--- src/design/lcdnw_pkg.sv ---
// ----------------------------------------------------------------------------
// lcdnw_pkg: shared types and constants for the LCD nibble write sequencer
// Register map, reset values, queue entry and status structs.
// ----------------------------------------------------------------------------
`default_nettype none

package lcdnw_pkg;

   localparam int unsigned QueueDepth = 2;
   localparam int unsigned AddrW      = 5;
   localparam int unsigned DataW      = 32;

   localparam logic [15:0] HoldMax = 16'hFFFF;

   localparam logic [15:0] SelectSetupReset = 16'd1000;
   localparam logic [15:0] EnablePhaseReset = 16'd10;
   localparam logic [15:0] ByteGapReset     = 16'd100;
   localparam logic [15:0] SlowCommandReset = 16'd1070;
   localparam logic [15:0] FastCommandReset = 16'd40;
   localparam logic [15:0] DataDoneReset    = 16'd1000;
   localparam logic [7:0]  SlowLimitReset   = 8'd4;

   typedef enum logic [2:0] {
      REG_SELECT_SETUP = 3'd0,
      REG_ENABLE_PHASE = 3'd1,
      REG_BYTE_GAP     = 3'd2,
      REG_SLOW_COMMAND = 3'd3,
      REG_FAST_COMMAND = 3'd4,
      REG_DATA_DONE    = 3'd5,
      REG_SLOW_LIMIT   = 3'd6,
      REG_UNUSED       = 3'd7
   } reg_idx_type;

   typedef struct packed {
      logic [15:0] select_setup_us;
      logic [15:0] enable_phase_us;
      logic [15:0] byte_gap_us;
      logic [15:0] slow_command_us;
      logic [15:0] fast_command_us;
      logic [15:0] data_done_us;
      logic [7:0]  slow_code_limit;
   } cfg_type;

   // one classified byte, as queued between front and back
   typedef struct packed {
      logic        sel;
      logic [3:0]  prev_nibble;
      logic [3:0]  hi_nibble;
      logic [3:0]  lo_nibble;
      logic [15:0] last_hold;
   } entry_type;

   typedef struct packed {
      logic full;
      logic empty;
   } queue_status_type;

   typedef enum logic [6:0] {
      PH_SETUP   = 7'b000_0001,
      PH_HI_LOW  = 7'b000_0010,
      PH_HI_HIGH = 7'b000_0100,
      PH_HI_TAIL = 7'b000_1000,
      PH_LO_LOW  = 7'b001_0000,
      PH_LO_HIGH = 7'b010_0000,
      PH_LO_TAIL = 7'b100_0000
   } phase_type;

   function automatic logic [15:0] sat_add(input logic [15:0] a, input logic [15:0] b);
      logic [16:0] s;
      s = {1'b0, a} + {1'b0, b};
      return s[16] ? HoldMax : s[15:0];
   endfunction

endpackage

`default_nettype wire

--- src/design/char_lcd_nibble_write_sequencer_core.sv ---
// ----------------------------------------------------------------------------
// char_lcd_nibble_write_sequencer_core: 4-bit character LCD byte writer
// Turns command or data bytes into seven timed pin phases per byte.
// ----------------------------------------------------------------------------
//  channel  | handshake            | payload
//  ---------+----------------------+-------------------------------------------
//  req      | req_valid/req_stall  | req_code[7:0], req_is_data
//  rsp      | rsp_valid/rsp_stall  | select, enable, data_pins[3:0],
//           |                      | hold_us[15:0], last_phase
//  csr      | psel/penable/pready  | paddr[4:0], pwdata/prdata[31:0]
//
//  Each byte yields seven results, one per cycle while rsp_stall is low; the
//  phase sequencer in the back end sets the rate, bytes back to back.
//  The first result of a byte passes through the queue entry and then the
//  result register after the byte is accepted.
//  Synchronous active-high reset clears queue, phase state and held nibble;
//  registers return to their documented defaults.
//  A stalled result holds; the queue keeps taking bytes until it is full.
// ----------------------------------------------------------------------------
`default_nettype none

module char_lcd_nibble_write_sequencer_core #(
   parameter int unsigned QueueDepth = lcdnw_pkg::QueueDepth
) (
   input  wire                         clock,
   input  wire                         reset,
   input  wire                         req_valid,
   output logic                        req_stall,
   input  wire  [7:0]                  req_code,
   input  wire                         req_is_data,
   output logic                        rsp_valid,
   input  wire                         rsp_stall,
   output logic                        rsp_select_pin,
   output logic                        rsp_enable_pin,
   output logic [3:0]                  rsp_data_pins,
   output logic [15:0]                 rsp_hold_us,
   output logic                        rsp_last_phase,
   input  wire                         psel,
   input  wire                         penable,
   input  wire                         pwrite,
   input  wire  [lcdnw_pkg::AddrW-1:0] paddr,
   input  wire  [lcdnw_pkg::DataW-1:0] pwdata,
   output logic [lcdnw_pkg::DataW-1:0] prdata,
   output logic                        pready
);

   lcdnw_pkg::cfg_type          cfg_ff, cfg_in;
   lcdnw_pkg::queue_status_type q_status;
   lcdnw_pkg::entry_type        push_entry;
   lcdnw_pkg::entry_type        head_entry;
   lcdnw_pkg::reg_idx_type      reg_idx;

   logic push;
   logic pop;
   logic csr_write;

   assign pready    = 1'b1;
   assign csr_write = psel && penable && pwrite;
   assign reg_idx   = lcdnw_pkg::reg_idx_type'(paddr[4:2]);

   always_comb begin
      cfg_in = cfg_ff;
      if (csr_write) begin
         unique case (reg_idx)
            lcdnw_pkg::REG_SELECT_SETUP: cfg_in.select_setup_us = pwdata[15:0];
            lcdnw_pkg::REG_ENABLE_PHASE: cfg_in.enable_phase_us = pwdata[15:0];
            lcdnw_pkg::REG_BYTE_GAP:     cfg_in.byte_gap_us     = pwdata[15:0];
            lcdnw_pkg::REG_SLOW_COMMAND: cfg_in.slow_command_us = pwdata[15:0];
            lcdnw_pkg::REG_FAST_COMMAND: cfg_in.fast_command_us = pwdata[15:0];
            lcdnw_pkg::REG_DATA_DONE:    cfg_in.data_done_us    = pwdata[15:0];
            lcdnw_pkg::REG_SLOW_LIMIT:   cfg_in.slow_code_limit = pwdata[7:0];
            default: ;
         endcase
      end
   end

   always_comb begin
      unique case (reg_idx)
         lcdnw_pkg::REG_SELECT_SETUP: prdata = {16'd0, cfg_ff.select_setup_us};
         lcdnw_pkg::REG_ENABLE_PHASE: prdata = {16'd0, cfg_ff.enable_phase_us};
         lcdnw_pkg::REG_BYTE_GAP:     prdata = {16'd0, cfg_ff.byte_gap_us};
         lcdnw_pkg::REG_SLOW_COMMAND: prdata = {16'd0, cfg_ff.slow_command_us};
         lcdnw_pkg::REG_FAST_COMMAND: prdata = {16'd0, cfg_ff.fast_command_us};
         lcdnw_pkg::REG_DATA_DONE:    prdata = {16'd0, cfg_ff.data_done_us};
         lcdnw_pkg::REG_SLOW_LIMIT:   prdata = {24'd0, cfg_ff.slow_code_limit};
         default:                     prdata = '0;
      endcase
   end

   always_ff @(posedge clock) begin
      if (reset) begin
         cfg_ff.select_setup_us <= lcdnw_pkg::SelectSetupReset;
         cfg_ff.enable_phase_us <= lcdnw_pkg::EnablePhaseReset;
         cfg_ff.byte_gap_us     <= lcdnw_pkg::ByteGapReset;
         cfg_ff.slow_command_us <= lcdnw_pkg::SlowCommandReset;
         cfg_ff.fast_command_us <= lcdnw_pkg::FastCommandReset;
         cfg_ff.data_done_us    <= lcdnw_pkg::DataDoneReset;
         cfg_ff.slow_code_limit <= lcdnw_pkg::SlowLimitReset;
      end else begin
         cfg_ff <= cfg_in;
      end
   end

   lcdnw_front u_front (
      .clock      (clock),
      .reset      (reset),
      .req_valid  (req_valid),
      .req_stall  (req_stall),
      .req_code   (req_code),
      .req_is_data(req_is_data),
      .cfg        (cfg_ff),
      .q_status   (q_status),
      .push       (push),
      .push_entry (push_entry)
   );

   lcdnw_queue #(
      .Depth(QueueDepth)
   ) u_queue (
      .clock     (clock),
      .reset     (reset),
      .push      (push),
      .push_entry(push_entry),
      .pop       (pop),
      .head_entry(head_entry),
      .status    (q_status)
   );

   lcdnw_back u_back (
      .clock         (clock),
      .reset         (reset),
      .cfg           (cfg_ff),
      .q_status      (q_status),
      .head_entry    (head_entry),
      .pop           (pop),
      .rsp_valid     (rsp_valid),
      .rsp_stall     (rsp_stall),
      .rsp_select_pin(rsp_select_pin),
      .rsp_enable_pin(rsp_enable_pin),
      .rsp_data_pins (rsp_data_pins),
      .rsp_hold_us   (rsp_hold_us),
      .rsp_last_phase(rsp_last_phase)
   );

   a_queue_status: assert property (@(posedge clock) disable iff (reset)
      !(q_status.full && q_status.empty))
      else $error("queue reports full and empty at once");

   a_enable_hold: assert property (@(posedge clock) disable iff (reset)
      rsp_valid && rsp_enable_pin |-> rsp_hold_us == cfg_ff.enable_phase_us)
      else $error("enable-high phase hold differs from enable phase register");

   a_enable_not_last: assert property (@(posedge clock) disable iff (reset)
      rsp_valid && rsp_enable_pin |-> !rsp_last_phase)
      else $error("final phase drives enable high");

   a_pop_on_last: assert property (@(posedge clock) disable iff (reset)
      pop |=> rsp_valid && rsp_last_phase)
      else $error("queue popped without a final phase result");

endmodule

`default_nettype wire

--- src/design/lcdnw_front.sv ---
// ----------------------------------------------------------------------------
// lcdnw_front: input acceptance and byte classification
// Splits the byte into nibbles, picks the completion delay, builds the
// final hold and tracks the level left on the data pins.
// ----------------------------------------------------------------------------
`default_nettype none

module lcdnw_front (
   input  wire                        clock,
   input  wire                        reset,
   input  wire                        req_valid,
   output logic                       req_stall,
   input  wire  [7:0]                 req_code,
   input  wire                        req_is_data,
   input  lcdnw_pkg::cfg_type         cfg,
   input  lcdnw_pkg::queue_status_type q_status,
   output logic                       push,
   output lcdnw_pkg::entry_type       push_entry
);

   logic [3:0]  held_nibble_ff;
   logic [3:0]  held_nibble_in;
   logic [15:0] done_us;
   logic [15:0] gap_sum;

   assign req_stall = q_status.full;
   assign push      = req_valid && !q_status.full;

   always_comb begin
      if (req_is_data) begin
         done_us = cfg.data_done_us;
      end else if (req_code < cfg.slow_code_limit) begin
         done_us = cfg.slow_command_us;
      end else begin
         done_us = cfg.fast_command_us;
      end
   end

   assign gap_sum = lcdnw_pkg::sat_add(cfg.enable_phase_us, cfg.byte_gap_us);

   always_comb begin
      push_entry.sel         = req_is_data;
      push_entry.prev_nibble = held_nibble_ff;
      push_entry.hi_nibble   = req_code[7:4];
      push_entry.lo_nibble   = req_code[3:0];
      push_entry.last_hold   = lcdnw_pkg::sat_add(gap_sum, done_us);
   end

   // the low nibble stays on the pins until the next byte
   assign held_nibble_in = push ? req_code[3:0] : held_nibble_ff;

   always_ff @(posedge clock) begin
      if (reset) begin
         held_nibble_ff <= 4'd0;
      end else begin
         held_nibble_ff <= held_nibble_in;
      end
   end

endmodule

`default_nettype wire

--- src/design/lcdnw_queue.sv ---
// ----------------------------------------------------------------------------
// lcdnw_queue: short queue between front and back
// Register-based circular buffer of classified bytes.
// ----------------------------------------------------------------------------
`default_nettype none

module lcdnw_queue #(
   parameter int unsigned Depth = lcdnw_pkg::QueueDepth
) (
   input  wire                          clock,
   input  wire                          reset,
   input  wire                          push,
   input  lcdnw_pkg::entry_type         push_entry,
   input  wire                          pop,
   output lcdnw_pkg::entry_type         head_entry,
   output lcdnw_pkg::queue_status_type  status
);

   localparam int unsigned PtrW = (Depth > 1) ? $clog2(Depth) : 1;
   localparam int unsigned CntW = $clog2(Depth + 1);

   lcdnw_pkg::entry_type mem_ff [Depth];

   logic [PtrW-1:0] wr_ptr_ff, wr_ptr_in;
   logic [PtrW-1:0] rd_ptr_ff, rd_ptr_in;
   logic [CntW-1:0] count_ff, count_in;

   function automatic logic [PtrW-1:0] wrap_inc(input logic [PtrW-1:0] p);
      return (p == PtrW'(Depth - 1)) ? '0 : p + PtrW'(1);
   endfunction

   assign status.full  = (count_ff == CntW'(Depth));
   assign status.empty = (count_ff == '0);
   assign head_entry   = mem_ff[rd_ptr_ff];

   always_comb begin
      wr_ptr_in = push ? wrap_inc(wr_ptr_ff) : wr_ptr_ff;
      rd_ptr_in = pop  ? wrap_inc(rd_ptr_ff) : rd_ptr_ff;
      count_in  = count_ff;
      if (push && !pop) begin
         count_in = count_ff + CntW'(1);
      end else if (pop && !push) begin
         count_in = count_ff - CntW'(1);
      end
   end

   always_ff @(posedge clock) begin
      if (push) begin
         mem_ff[wr_ptr_ff] <= push_entry;
      end
   end

   always_ff @(posedge clock) begin
      if (reset) begin
         wr_ptr_ff <= '0;
         rd_ptr_ff <= '0;
         count_ff  <= '0;
      end else begin
         wr_ptr_ff <= wr_ptr_in;
         rd_ptr_ff <= rd_ptr_in;
         count_ff  <= count_in;
      end
   end

endmodule

`default_nettype wire

--- src/design/lcdnw_back.sv ---
// ----------------------------------------------------------------------------
// lcdnw_back: phase sequencer
// Walks the seven bus phases of the head byte into the result register.
// ----------------------------------------------------------------------------
`default_nettype none

module lcdnw_back (
   input  wire                         clock,
   input  wire                         reset,
   input  lcdnw_pkg::cfg_type          cfg,
   input  lcdnw_pkg::queue_status_type q_status,
   input  lcdnw_pkg::entry_type        head_entry,
   output logic                        pop,
   output logic                        rsp_valid,
   input  wire                         rsp_stall,
   output logic                        rsp_select_pin,
   output logic                        rsp_enable_pin,
   output logic [3:0]                  rsp_data_pins,
   output logic [15:0]                 rsp_hold_us,
   output logic                        rsp_last_phase
);

   lcdnw_pkg::phase_type phase_ff, phase_in;

   logic        rsp_valid_ff, rsp_valid_in;
   logic        select_ff, select_in;
   logic        enable_ff, enable_in;
   logic [3:0]  pins_ff, pins_in;
   logic [15:0] hold_ff, hold_in;
   logic        last_ff, last_in;
   logic        advance;
   logic        load;

   // output slot frees when empty or taken this cycle
   assign advance = !rsp_valid_ff || !rsp_stall;
   assign load    = advance && !q_status.empty;
   assign pop     = load && (phase_ff == lcdnw_pkg::PH_LO_TAIL);

   always_comb begin
      phase_in  = phase_ff;
      select_in = head_entry.sel;
      enable_in = 1'b0;
      pins_in   = head_entry.hi_nibble;
      hold_in   = cfg.enable_phase_us;
      last_in   = 1'b0;
      unique case (phase_ff)
         lcdnw_pkg::PH_SETUP: begin
            pins_in  = head_entry.prev_nibble;
            hold_in  = cfg.select_setup_us;
            phase_in = lcdnw_pkg::PH_HI_LOW;
         end
         lcdnw_pkg::PH_HI_LOW: begin
            phase_in = lcdnw_pkg::PH_HI_HIGH;
         end
         lcdnw_pkg::PH_HI_HIGH: begin
            enable_in = 1'b1;
            phase_in  = lcdnw_pkg::PH_HI_TAIL;
         end
         lcdnw_pkg::PH_HI_TAIL: begin
            phase_in = lcdnw_pkg::PH_LO_LOW;
         end
         lcdnw_pkg::PH_LO_LOW: begin
            pins_in  = head_entry.lo_nibble;
            phase_in = lcdnw_pkg::PH_LO_HIGH;
         end
         lcdnw_pkg::PH_LO_HIGH: begin
            pins_in   = head_entry.lo_nibble;
            enable_in = 1'b1;
            phase_in  = lcdnw_pkg::PH_LO_TAIL;
         end
         lcdnw_pkg::PH_LO_TAIL: begin
            pins_in  = head_entry.lo_nibble;
            hold_in  = head_entry.last_hold;
            last_in  = 1'b1;
            phase_in = lcdnw_pkg::PH_SETUP;
         end
         default: begin
            phase_in = lcdnw_pkg::PH_SETUP;
         end
      endcase
   end

   assign rsp_valid_in = load ? 1'b1 : (advance ? 1'b0 : rsp_valid_ff);

   always_ff @(posedge clock) begin
      if (reset) begin
         phase_ff     <= lcdnw_pkg::PH_SETUP;
         rsp_valid_ff <= 1'b0;
      end else begin
         rsp_valid_ff <= rsp_valid_in;
         if (load) begin
            phase_ff <= phase_in;
         end
      end
   end

   // hold the payload while the result waits
   always_ff @(posedge clock) begin
      if (load) begin
         select_ff <= select_in;
         enable_ff <= enable_in;
         pins_ff   <= pins_in;
         hold_ff   <= hold_in;
         last_ff   <= last_in;
      end
   end

   assign rsp_valid      = rsp_valid_ff;
   assign rsp_select_pin = select_ff;
   assign rsp_enable_pin = enable_ff;
   assign rsp_data_pins  = pins_ff;
   assign rsp_hold_us    = hold_ff;
   assign rsp_last_phase = last_ff;

endmodule

`default_nettype wire
--- config.mk ---
export PLATFORM = sky130hd
export DESIGN_NAME = char_lcd_nibble_write_sequencer_core
export DESIGN_NICKNAME = d
export VERILOG_FILES = /design/src/design/lcdnw_pkg.sv /design/src/design/char_lcd_nibble_write_sequencer_core.sv /design/src/design/lcdnw_front.sv /design/src/design/lcdnw_queue.sv /design/src/design/lcdnw_back.sv
export SDC_FILE = /design/constraint.sdc
export NUM_CORES = 1
export LEC_CHECK = 0
export BUFFER_PORTS_ARGS = -buffer_cell sky130_fd_sc_hd__buf_2
export CELL_PAD_IN_SITES_DETAIL_PLACEMENT = 1
export CELL_PAD_IN_SITES_GLOBAL_PLACEMENT = 2
export CORE_MARGIN = 10
export CORE_UTILIZATION = 37
export CTS_CLUSTER_DIAMETER = 150
export CTS_CLUSTER_SIZE = 24
export DETAILED_ROUTE_END_ITERATION = 8
export PLACE_DENSITY_LB_ADDON = 0.1
export SYNTH_ARGS = -nofsm -noshare
export SYNTH_HDL_FRONTEND = slang
export SYNTH_SLANG_ARGS = --single-unit
--- constraint.sdc ---
create_clock -name clock -period 5.89 [get_ports clock]
set_input_delay 0.2945 -clock clock [delete_from_list [all_inputs] [get_ports clock]]
set_output_delay 0.2945 -clock clock [all_outputs]
set_load 0.01 [all_outputs]
==> summary.md, run 1 <==
| Metric | Value |
|---|---|
| Gate power share | `0.181` |
| Iteration-0 DRC Markers | `557` |
| Yosys reg bits | `roughly 200` |
| Ys Warns | `0` |
| Worst min path class | `in2reg` |
| Mapped Area | `~0.011 mm^2` |
| Final period util | `0.880` |
| Number of setup buffers added after CTS | `0` |
| Clock Tree Buf Depth | `3` |
| Metal-1 WL | `18700 um` |
| Die height | `~190 um` |
| # rows | `62` |
| RSZ-0062 raised after global routing | `no` |
| N_diodes | `0` |
| Crit. Startpoint | `cfg_ff[72]` |
| CP Max Fanout | `5` |
| Post-cts repair resize count | `0` |
| Pre-CTS WS | `680 ps` |
| Pins Over Slew Limit | `0` |
| FF-to-FF path depth | `14` |
| WL final | `37200 um` |
| # H-tree levels | `1` |
| Worst Setup Slack, final | `705 ps` |
| Leak | `4.63 nW` |
| Worst slew pin tran | `1060 ps` |
| Mapped Cells | `1228` |
| Initial antenna violation count | `1` |
| Slew HR | `0.296` |
| Die area | `roughly 0.036 mm^2` |
| Clock slew at the register clock pins of the worst setup and hold paths | `about 100 ps` |
| Clock sinks | `202` |
| Post-layout util | `0.412` |
| Via density | `about 5.5` |
| CTS Hold Buffers Added | `0` |
| Hold Startpoint | `req_code[3]` |
| Status | `finished, final reports clean` |
| Vias in the first global route | `between 9000 and 10000` |
| Per-cell routed wire length | `22.5 um` |
| Final clock skew | `approximately 18 ps` |
| Ports | `about 110` |
| CP Capture Type | `flip-flop` |
| Peak Freq | `between 150 and 200 MHz` |
| Setup_tns | `0 ps` |
| Met3 wire length | `~1500 um` |
| Sw Ratio | `0.293` |
| Internal power | `2.17 mW` |
| Post-synth EDFFs | `just over 80` |
| Met2 wire length | `between 15000 and 20000 um` |
| Highest routing layer actually used | `met5` |
| Fillers | `about 3400` |
| Pin count of the biggest net entering global routing | `96` |
| Pwr Total | `roughly 3 mW` |
| Synth unique cells | `62` |
| Total GRT Usage | `0.201` |
| CP required | `between 6000 and 7000 ps` |
| Final ANT Viol Nets | `0` |
| Root Buffer | `clkbuf_16` |
| Main synth FF type | `dfxtp_1` |
| Crit start category | `flip-flop` |
| Die width | `191 um` |
| Layout cells sized above 1 | `0.117` |
| Final std cells w/o fill | `roughly 1700` |
| Worst Path Arrival | `between 5000 and 6000 ps` |
| Synth Area per Inst | `a little under 9 um^2` |
| First-pass GRT wire length | `between 50000 and 60000 um` |
| # setup viols final | `0` |
| DP Wirelength | `27000 um` |
| Nets | `between 1000 and 1500` |
| Seq pwr share | `0.523` |
| Area grow syn2layout | `9.70%` |
| Seq/Total Area, Yosys | `0.449` |
| Hold slack | `between 70 and 80 ps` |
| Num CTS Buffers | `12` |
| Placed inst area | `between 0.01 and 0.015 mm^2` |
| DR vias | `around 9000` |
| Post-route cell area | `0.0119 mm^2` |
| Sw power | `roughly 900 uW` |
| Number of max-cap violations | `0` |
| FF-to-FF Start | `cfg_ff[72]` |
| TritonCTS clock tree | `yes` |
| FFs w/ async S/R, synth | `0` |
| Final Hold Fails | `0` |
| Clock Latency Late Sink | `roughly 490 ps` |
| Initial Utilization | `0.376` |
| CP Class | `reg2reg` |
| Clock power share | `0.295` |
| Number of remaining DRC errors | `0` |
| Core box area | `between 0.02 and 0.03 mm^2` |
| Cell count after placement | `1631` |
| IO Port Bufs | `between 70 and 80` |
| Maximum vdd ir drop | `roughly 0.13 mV` |
| Power per cell area | `~260 mW/mm^2` |
| Routability cong. | `approximately 0.83` |
| Pre-antenna DRT Iters | `4` |
| Hold Path Cell Cnt | `1` |
| Congestion Overflow GR | `0` |
| Tmin final | `between 5000 and 6000 ps` |
## registers in the layout, indices dropped and copies added, names as in the netlist, 2 cells and up, named ones only
signal and flops:
u_back.rsp_data_pins 4, cfg_ff 104, u_back.phase_ff 7, u_back.rsp_hold_us 16, u_queue.count_ff 2, u_queue.mem_ff 58
u_front.held_nibble_ff 4
## cell families (layout without fill, tap and decap cells)
| logic type | after synthesis | after routing | share of synthesized area |
|---|---|---|---|
| buffers and inverters | 112 | 135 | 0.0456 |
| adders and majority gates | 42 | 42 | 0.0500 |
| AOI/OAI and AO/OA | 302 | 302 | 0.177 |
| xor gates and xnor gates | 27 | 27 | 0.0219 |
| DFF | 202 | 202 | 0.449 |
| muxes | 60 | 60 | 0.0604 |
| other | 2 | 17 | 0.000695 |
| and+or+nand+nor | 481 | 481 | 0.195 |
## synthesized netlist by cell type, types with 5 or more instances
cell type,n,area (um^2)
nand3b_1,24,180
xnor2_1,10,87.6
a22o_1,5,43.8
a21oi_1,143,716
dfxtp_1,121,2420
a22oi_1,17,128
nand3_1,7,35.0
xor2_1,17,149
nand2b_1,12,75.1
o21a_1,5,37.5
or3_1,8,50.1
o21ai_0,24,120
nand2_1,237,890
mux2_2,12,135
buf_4,17,128
nor3_1,8,40.0
mux2i_1,45,450
a21o_1,16,120
nor2_1,139,522
a31oi_1,13,81.3
a211oi_1,27,203
edfxtp_1,81,2430
nor2b_1,6,37.5
ha_1,40,500
a221o_1,16,160
buf_1,6,22.5
clkbuf_1,65,244
inv_1,16,60.1
nor4_1,19,119
o22ai_1,7,43.8
buf_2,7,35.0
## layer usage
| metal | track usage | vias up |
|---|---|---|
| met2 | 0.317 | 164 |
| met3 | 0.0261 | 28 |
| li1 | - | 4392 |
| met1 | 0.292 | 4571 |
| met5 | 0 | - |
| met4 | 0.0306 | 2 |
## layout make-up
| cell class | count | area (um^2) | share of cell area |
|---|---|---|---|
| clock buffers | 18 | 344 | 0.0290 |
| clock inverters | 1 | 16.3 | 0.00137 |
| inverters | 17 | 63.8 | 0.00538 |
| multi-input cells | 929 | 5540 | 0.467 |
| flip-flops and latches | 202 | 4850 | 0.409 |
| well taps | 384 | 480 | 0.0405 |
| repair buffers | 99 | 558 | 0.0471 |
## final timing paths
| check | to | slack, ps |
|---|---|---|
| hold / removal | u_queue.mem_ff[1][19] | 70 |
| hold reg to reg | u_queue.mem_ff[0][25] | 470 |
| setup reg to reg | u_queue.mem_ff[0][15] | 710 |
| setup / recovery | u_queue.mem_ff[0][15] | 710 |
## worst max-delay path, stage by stage, from the launching register on
cell       delay (ps)
dfxtp_1           360
ha_1              250
fa_1              440
a211oi_1          310
o21ai_0           270
a31o_2            300
a31oi_1           430
o21ai_0           200
ha_1              410
a2111oi_0         500
o21ai_0           330
a211oi_1          430
o31ai_1           140
a2111oi_0         440
a31oi_1           120
## power groups by stage
stage	registers, mW	clock network (mW)	logic (mW)
2_1_floorplan	1.65	0	0.335
3_3_place_gp	1.64	0	0.553
3_5_place_dp	1.64	0	0.561
4_1_cts	1.61	0.940	0.563
5_1_grt	1.62	0.991	0.614
6_report	1.61	0.909	0.557
## cells in the final DEF, fill, tap and decap left out, types with 8 or more instances in the layout
cell type	instances
nand3b_1	24
nand2_1	237
buf_2	74
clkbuf_16	13
o21ai_0	24
a221o_1	16
a31oi_1	13
a22oi_1	17
xnor2_1	10
edfxtp_1	81
nor4_1	19
a21o_1	16
nor2_1	134
nand2b_1	12
buf_4	25
or3_1	8
inv_1	16
xor2_1	17
a211oi_1	27
a21oi_1	143
dfxtp_1	121
mux2i_1	45
conb_1	17
mux2_2	12
ha_1	40
(Power assumes the default switching activity.)
==> inputs of run 2 (changes only) <==
--- a/config.mk
+++ b/config.mk
@@ -5,11 +5,12 @@
 export SDC_FILE = /design/constraint.sdc
 export NUM_CORES = 1
 export LEC_CHECK = 0
+export ABC_AREA = 1
 export BUFFER_PORTS_ARGS = -buffer_cell sky130_fd_sc_hd__buf_2
 export CELL_PAD_IN_SITES_DETAIL_PLACEMENT = 1
 export CELL_PAD_IN_SITES_GLOBAL_PLACEMENT = 2
 export CORE_MARGIN = 10
-export CORE_UTILIZATION = 37
+export CORE_UTILIZATION = 35
 export CTS_CLUSTER_DIAMETER = 150
 export CTS_CLUSTER_SIZE = 24
 export DETAILED_ROUTE_END_ITERATION = 8
==> run 2 against run 1 <==
Critical path type unchanged. Non-clock buffer count down 16. Via count up 2.3%. First-iteration DRC count down 9.7%. Area after synthesis up 1.0%. Sequential power about the same. Synthesized cell count up 13%. Clock skew up 8.9 ps. Maximum frequency up 15%. Cell count up 11%.
==> summary.md, run 2 <==
| Metric | Value |
|---|---|
| # setup viols final | `0 (unchanged)` |
| Fillers | `3816 (+12%)` |
| Num CTS Buffers | `12 (unchanged)` |
| Slew HR | `0.269 (-0.0276)` |
| Number of setup buffers added after CTS | `0 (unchanged)` |
| Nets | `1526 (+13%)` |
| Seq/Total Area, Yosys | `0.445 (-0.00443)` |
| Clock sinks | `202 (unchanged)` |
| Commonest cells after routing, fill and taps aside | `nand2_1, nor2_1, dfxtp_1` |
| Die height | `197 um (+3.0%)` |
| Clock Tree Buf Depth | `3 (unchanged)` |
| Post-synth EDFFs | `81 (unchanged)` |
| Via density | `5.11 (-7.9%)` |
| IO Port Bufs | `75 (unchanged)` |
| Largest reg by FF count | `cfg_ff` |
| Largest register FFs | `104 (unchanged)` |
| Post-cts repair resize count | `0 (unchanged)` |
| # rows | `64 (+3.2%)` |
| Most common cell in the netlist | `nand2_1` |
| Final clock skew | `26.9 ps (+8.86 ps)` |
| Status | `finished, final reports clean` |
| DP Wirelength | `28000 um (+3.6%)` |
| Met2 wire length | `17700 um (+7.0%)` |
| FFs w/ async S/R, synth | `0 (unchanged)` |
| Main synth FF type | `dfxtp_1` |
| Worst slew pin tran | `1090 ps (+38.8 ps)` |
| Number of remaining DRC errors | `0 (unchanged)` |
| Synth unique cells | `49 (-21%)` |
| Worst min path class | `in2reg` |
| Cell family with most CP delay | `compound AO/OA/AOI/OAI gates` |
| Clock power share | `0.304 (+0.009)` |
| Mapped Cells | `1388 (+13%)` |
| Yosys top cell area share | `0.223 (-0.00222)` |
| Synth Area per Inst | `7.87 um^2 (-11%)` |
| Peak Freq | `221 MHz (+15%)` |
| Post-layout util | `0.385 (-0.0272)` |
| Routability cong. | `0.863 (+4.3%)` |
| Maximum vdd ir drop | `0.174 mV (+33%)` |
| CTS Hold Buffers Added | `0 (unchanged)` |
| Area grow syn2layout | `8.10%` |
| First-pass GRT wire length | `58500 um (+2.1%)` |
| Ys Warns | `0 (unchanged)` |
| Die area | `0.0387 mm^2 (+6.0%)` |
| Seq pwr share | `0.527 (+0.004)` |
| Final std cells w/o fill | `1833 (+11%)` |
| Hold Startpoint | `req_code[6]` |
| Final Hold Fails | `0 (unchanged)` |
| Clock slew at the register clock pins of the worst setup and hold paths | `110 ps (about the same)` |
| WL final | `37900 um (+2.0%)` |
| Layout cells sized above 1 | `0.116 (-0.00130)` |
| Pre-CTS WS | `1260 ps (+583 ps)` |
| Vias in the first global route | `9473 (+3.1%)` |
| DR vias | `9369 (+2.3%)` |
| Hold Path Cell Cnt | `1 (unchanged)` |
| Core box area | `0.0307 mm^2 (+6.6%)` |
| Hold EP | `u_queue.mem_ff[0][22]` |
| Metal-1 WL | `18300 um (-2.4%)` |
| Highest routing layer actually used | `met4` |
| # H-tree levels | `1 (unchanged)` |
| Worst Setup Slack, final | `1370 ps (+669 ps)` |
| Worst R2R End | `u_queue.mem_ff[1][2]` |
| Yosys reg bits | `202 (unchanged)` |
| Total GRT Usage | `0.193 (-0.00799)` |
| Crit. Startpoint | `cfg_ff[5]` |
| Final ANT Viol Nets | `0 (unchanged)` |
| RSZ-0062 raised after global routing | `no` |
| Per-cell routed wire length | `20.7 um (-8.2%)` |
| Final period util | `0.767 (-0.114)` |
| Iteration-0 DRC Markers | `503 (-9.7%)` |
| Congestion Overflow GR | `0 (unchanged)` |
| Most common cell after layout, fill and taps aside | `nand2_1` |
| FF-to-FF Start | `cfg_ff[5]` |
| Initial Utilization | `0.356 (-0.0196)` |
| Met3 wire length | `1360 um (-11%)` |
| CP Class | `reg2reg` |
| Most frequent cells after synthesis | `nand2_1, nor2_1, dfxtp_1, inv_1, o21ai_0` |
| Setup_tns | `0 ps (unchanged)` |
| TritonCTS clock tree | `yes` |
| Root Buffer | `clkbuf_16` |
| Area contributors post-synth | `edfxtp_1, dfxtp_1, nand2_1` |
| CP Max Fanout | `23 (+18)` |
| Number of max-cap violations | `0 (unchanged)` |
| Crit path cell chain | `inv_1 -> ha_1 -> a21oi_1 -> o21a_1 -> buf_4 -> nand3_1 -> nand2_1 -> nor2_1 -> nor2_1 -> ha_1 -> a21oi_1 -> o21ai_0 -> nand2_1 -> nand2_1 -> a21oi_2 -> o21ai_0` |
| Worst Path Arrival | `4700 ps (-700 ps)` |
| Pin count of the biggest net entering global routing | `80 (-17%)` |
| CP required | `6070 ps (-30 ps)` |
| Initial antenna violation count | `1 (unchanged)` |
| Most used cell, CP | `nand2_1` |
| Power per cell area | `257 mW/mm^2 (-0.87%)` |
| Max stage delay on crit path | `770 ps (+270 ps)` |
| Tmin final | `4520 ps (-669 ps)` |
| Sw Ratio | `0.298 (+0.00484)` |
| Worst Path Buf+Inv | `2 (+2)` |
| Ports | `111 (unchanged)` |
| Gate power share | `0.169 (-0.012)` |
| Mapped Area | `0.0109 mm^2 (+1.0%)` |
| Reg-to-reg slack, setup | `1370 ps (+670 ps)` |
| Cell count after placement | `1813 (+11%)` |
| Pre-antenna DRT Iters | `5 (+1)` |
| Crit start category | `flip-flop` |
| Clock Latency Late Sink | `490 ps (about the same)` |
| Leak | `5.24 nW (+13%)` |
| Area leader, netlist | `edfxtp_1` |
| Die width | `197 um (+3.0%)` |
| Internal power | `2.13 mW (-2.0%)` |
| Slowest-stage cell, CP | `o21a_1` |
| Pins Over Slew Limit | `0 (unchanged)` |
| CP Capture Type | `flip-flop` |
| Sw power | `905 uW (+0.29%)` |
| FF-to-FF path depth | `16 (+2)` |
[run 2: changes by cell type in the layout (fill, tap and decap cells not counted), moves of 45 or more]
cell	before	now
inv_1	16	118
nand3_1	7	99
o21ai_0	24	109
nor2_1	134	204
nand2_1	237	304
a21oi_1	143	90
mux2i_1	45	0
[run 2: power by group through the flow]
stage / clock (mW) / combinational, mW / sequential [mW]
3_3_place_gp: 0 / 0.504 / 1.63
6_report: 0.924 / 0.512 / 1.60
2_1_floorplan: 0 / 0.311 / 1.64
5_1_grt: 0.991 / 0.573 / 1.61
3_5_place_dp: 0 / 0.515 / 1.63
4_1_cts: 0.943 / 0.517 / 1.60
[run 2: how the worst max path moves through the flow]
stage / cells past startpoint / to / slack (ps)
after floorplan: 18 / u_queue.mem_ff[0][12] / 2500
after global placement: 17 / u_queue.mem_ff[0][10] / 1350
after detailed placement: 17 / u_queue.mem_ff[0][2] / 1260
after CTS: 16 / u_queue.mem_ff[0][2] / 1260
after global routing: 16 / u_queue.mem_ff[0][2] / 960
final: 16 / u_queue.mem_ff[1][2] / 1370
[run 2: per-stage QoR]
stage,total power [mW],cell area (um^2),hold slack [ps]
global placement,2.13,11400,431
finish,3.03,11800,33.3
CTS,3.06,11800,15.9
floorplan,1.95,11000,393
global route,3.17,11800,15.2
detailed placement,2.15,11400,446
[run 2: cell families (layout without fill, tap and decap cells)]
logic type,after synthesis,count (layout),share of synthesized area
other,2,18,0.000688
DFF,202,202,0.445
adders and majority gates,42,42,0.0495
and+or+nand+nor,663,663,0.263
buffers and inverters,201,234,0.0893
xor gates and xnor gates,11,11,0.00883
muxes,13,13,0.0134
AOI/OAI and AO/OA,254,254,0.130
[run 2: area by class of cell]
class	count	area [um^2]	area share
antenna	1	2.50	0.000212
clock buffer	18	344	0.0292
clock inverter	1	16.3	0.00138
inverter	132	503	0.0426
multi-input combinational	1000	5150	0.436
sequential	202	4860	0.411
tap	396	495	0.0420
timing repair buffer	83	435	0.0369
[run 2: routing by layer]
layer,up-vias,global-route usage
li1,4653,-
met1,4540,0.266
met2,148,0.322
met3,28,0.0243
met4,0,0.0326
met5,-,0
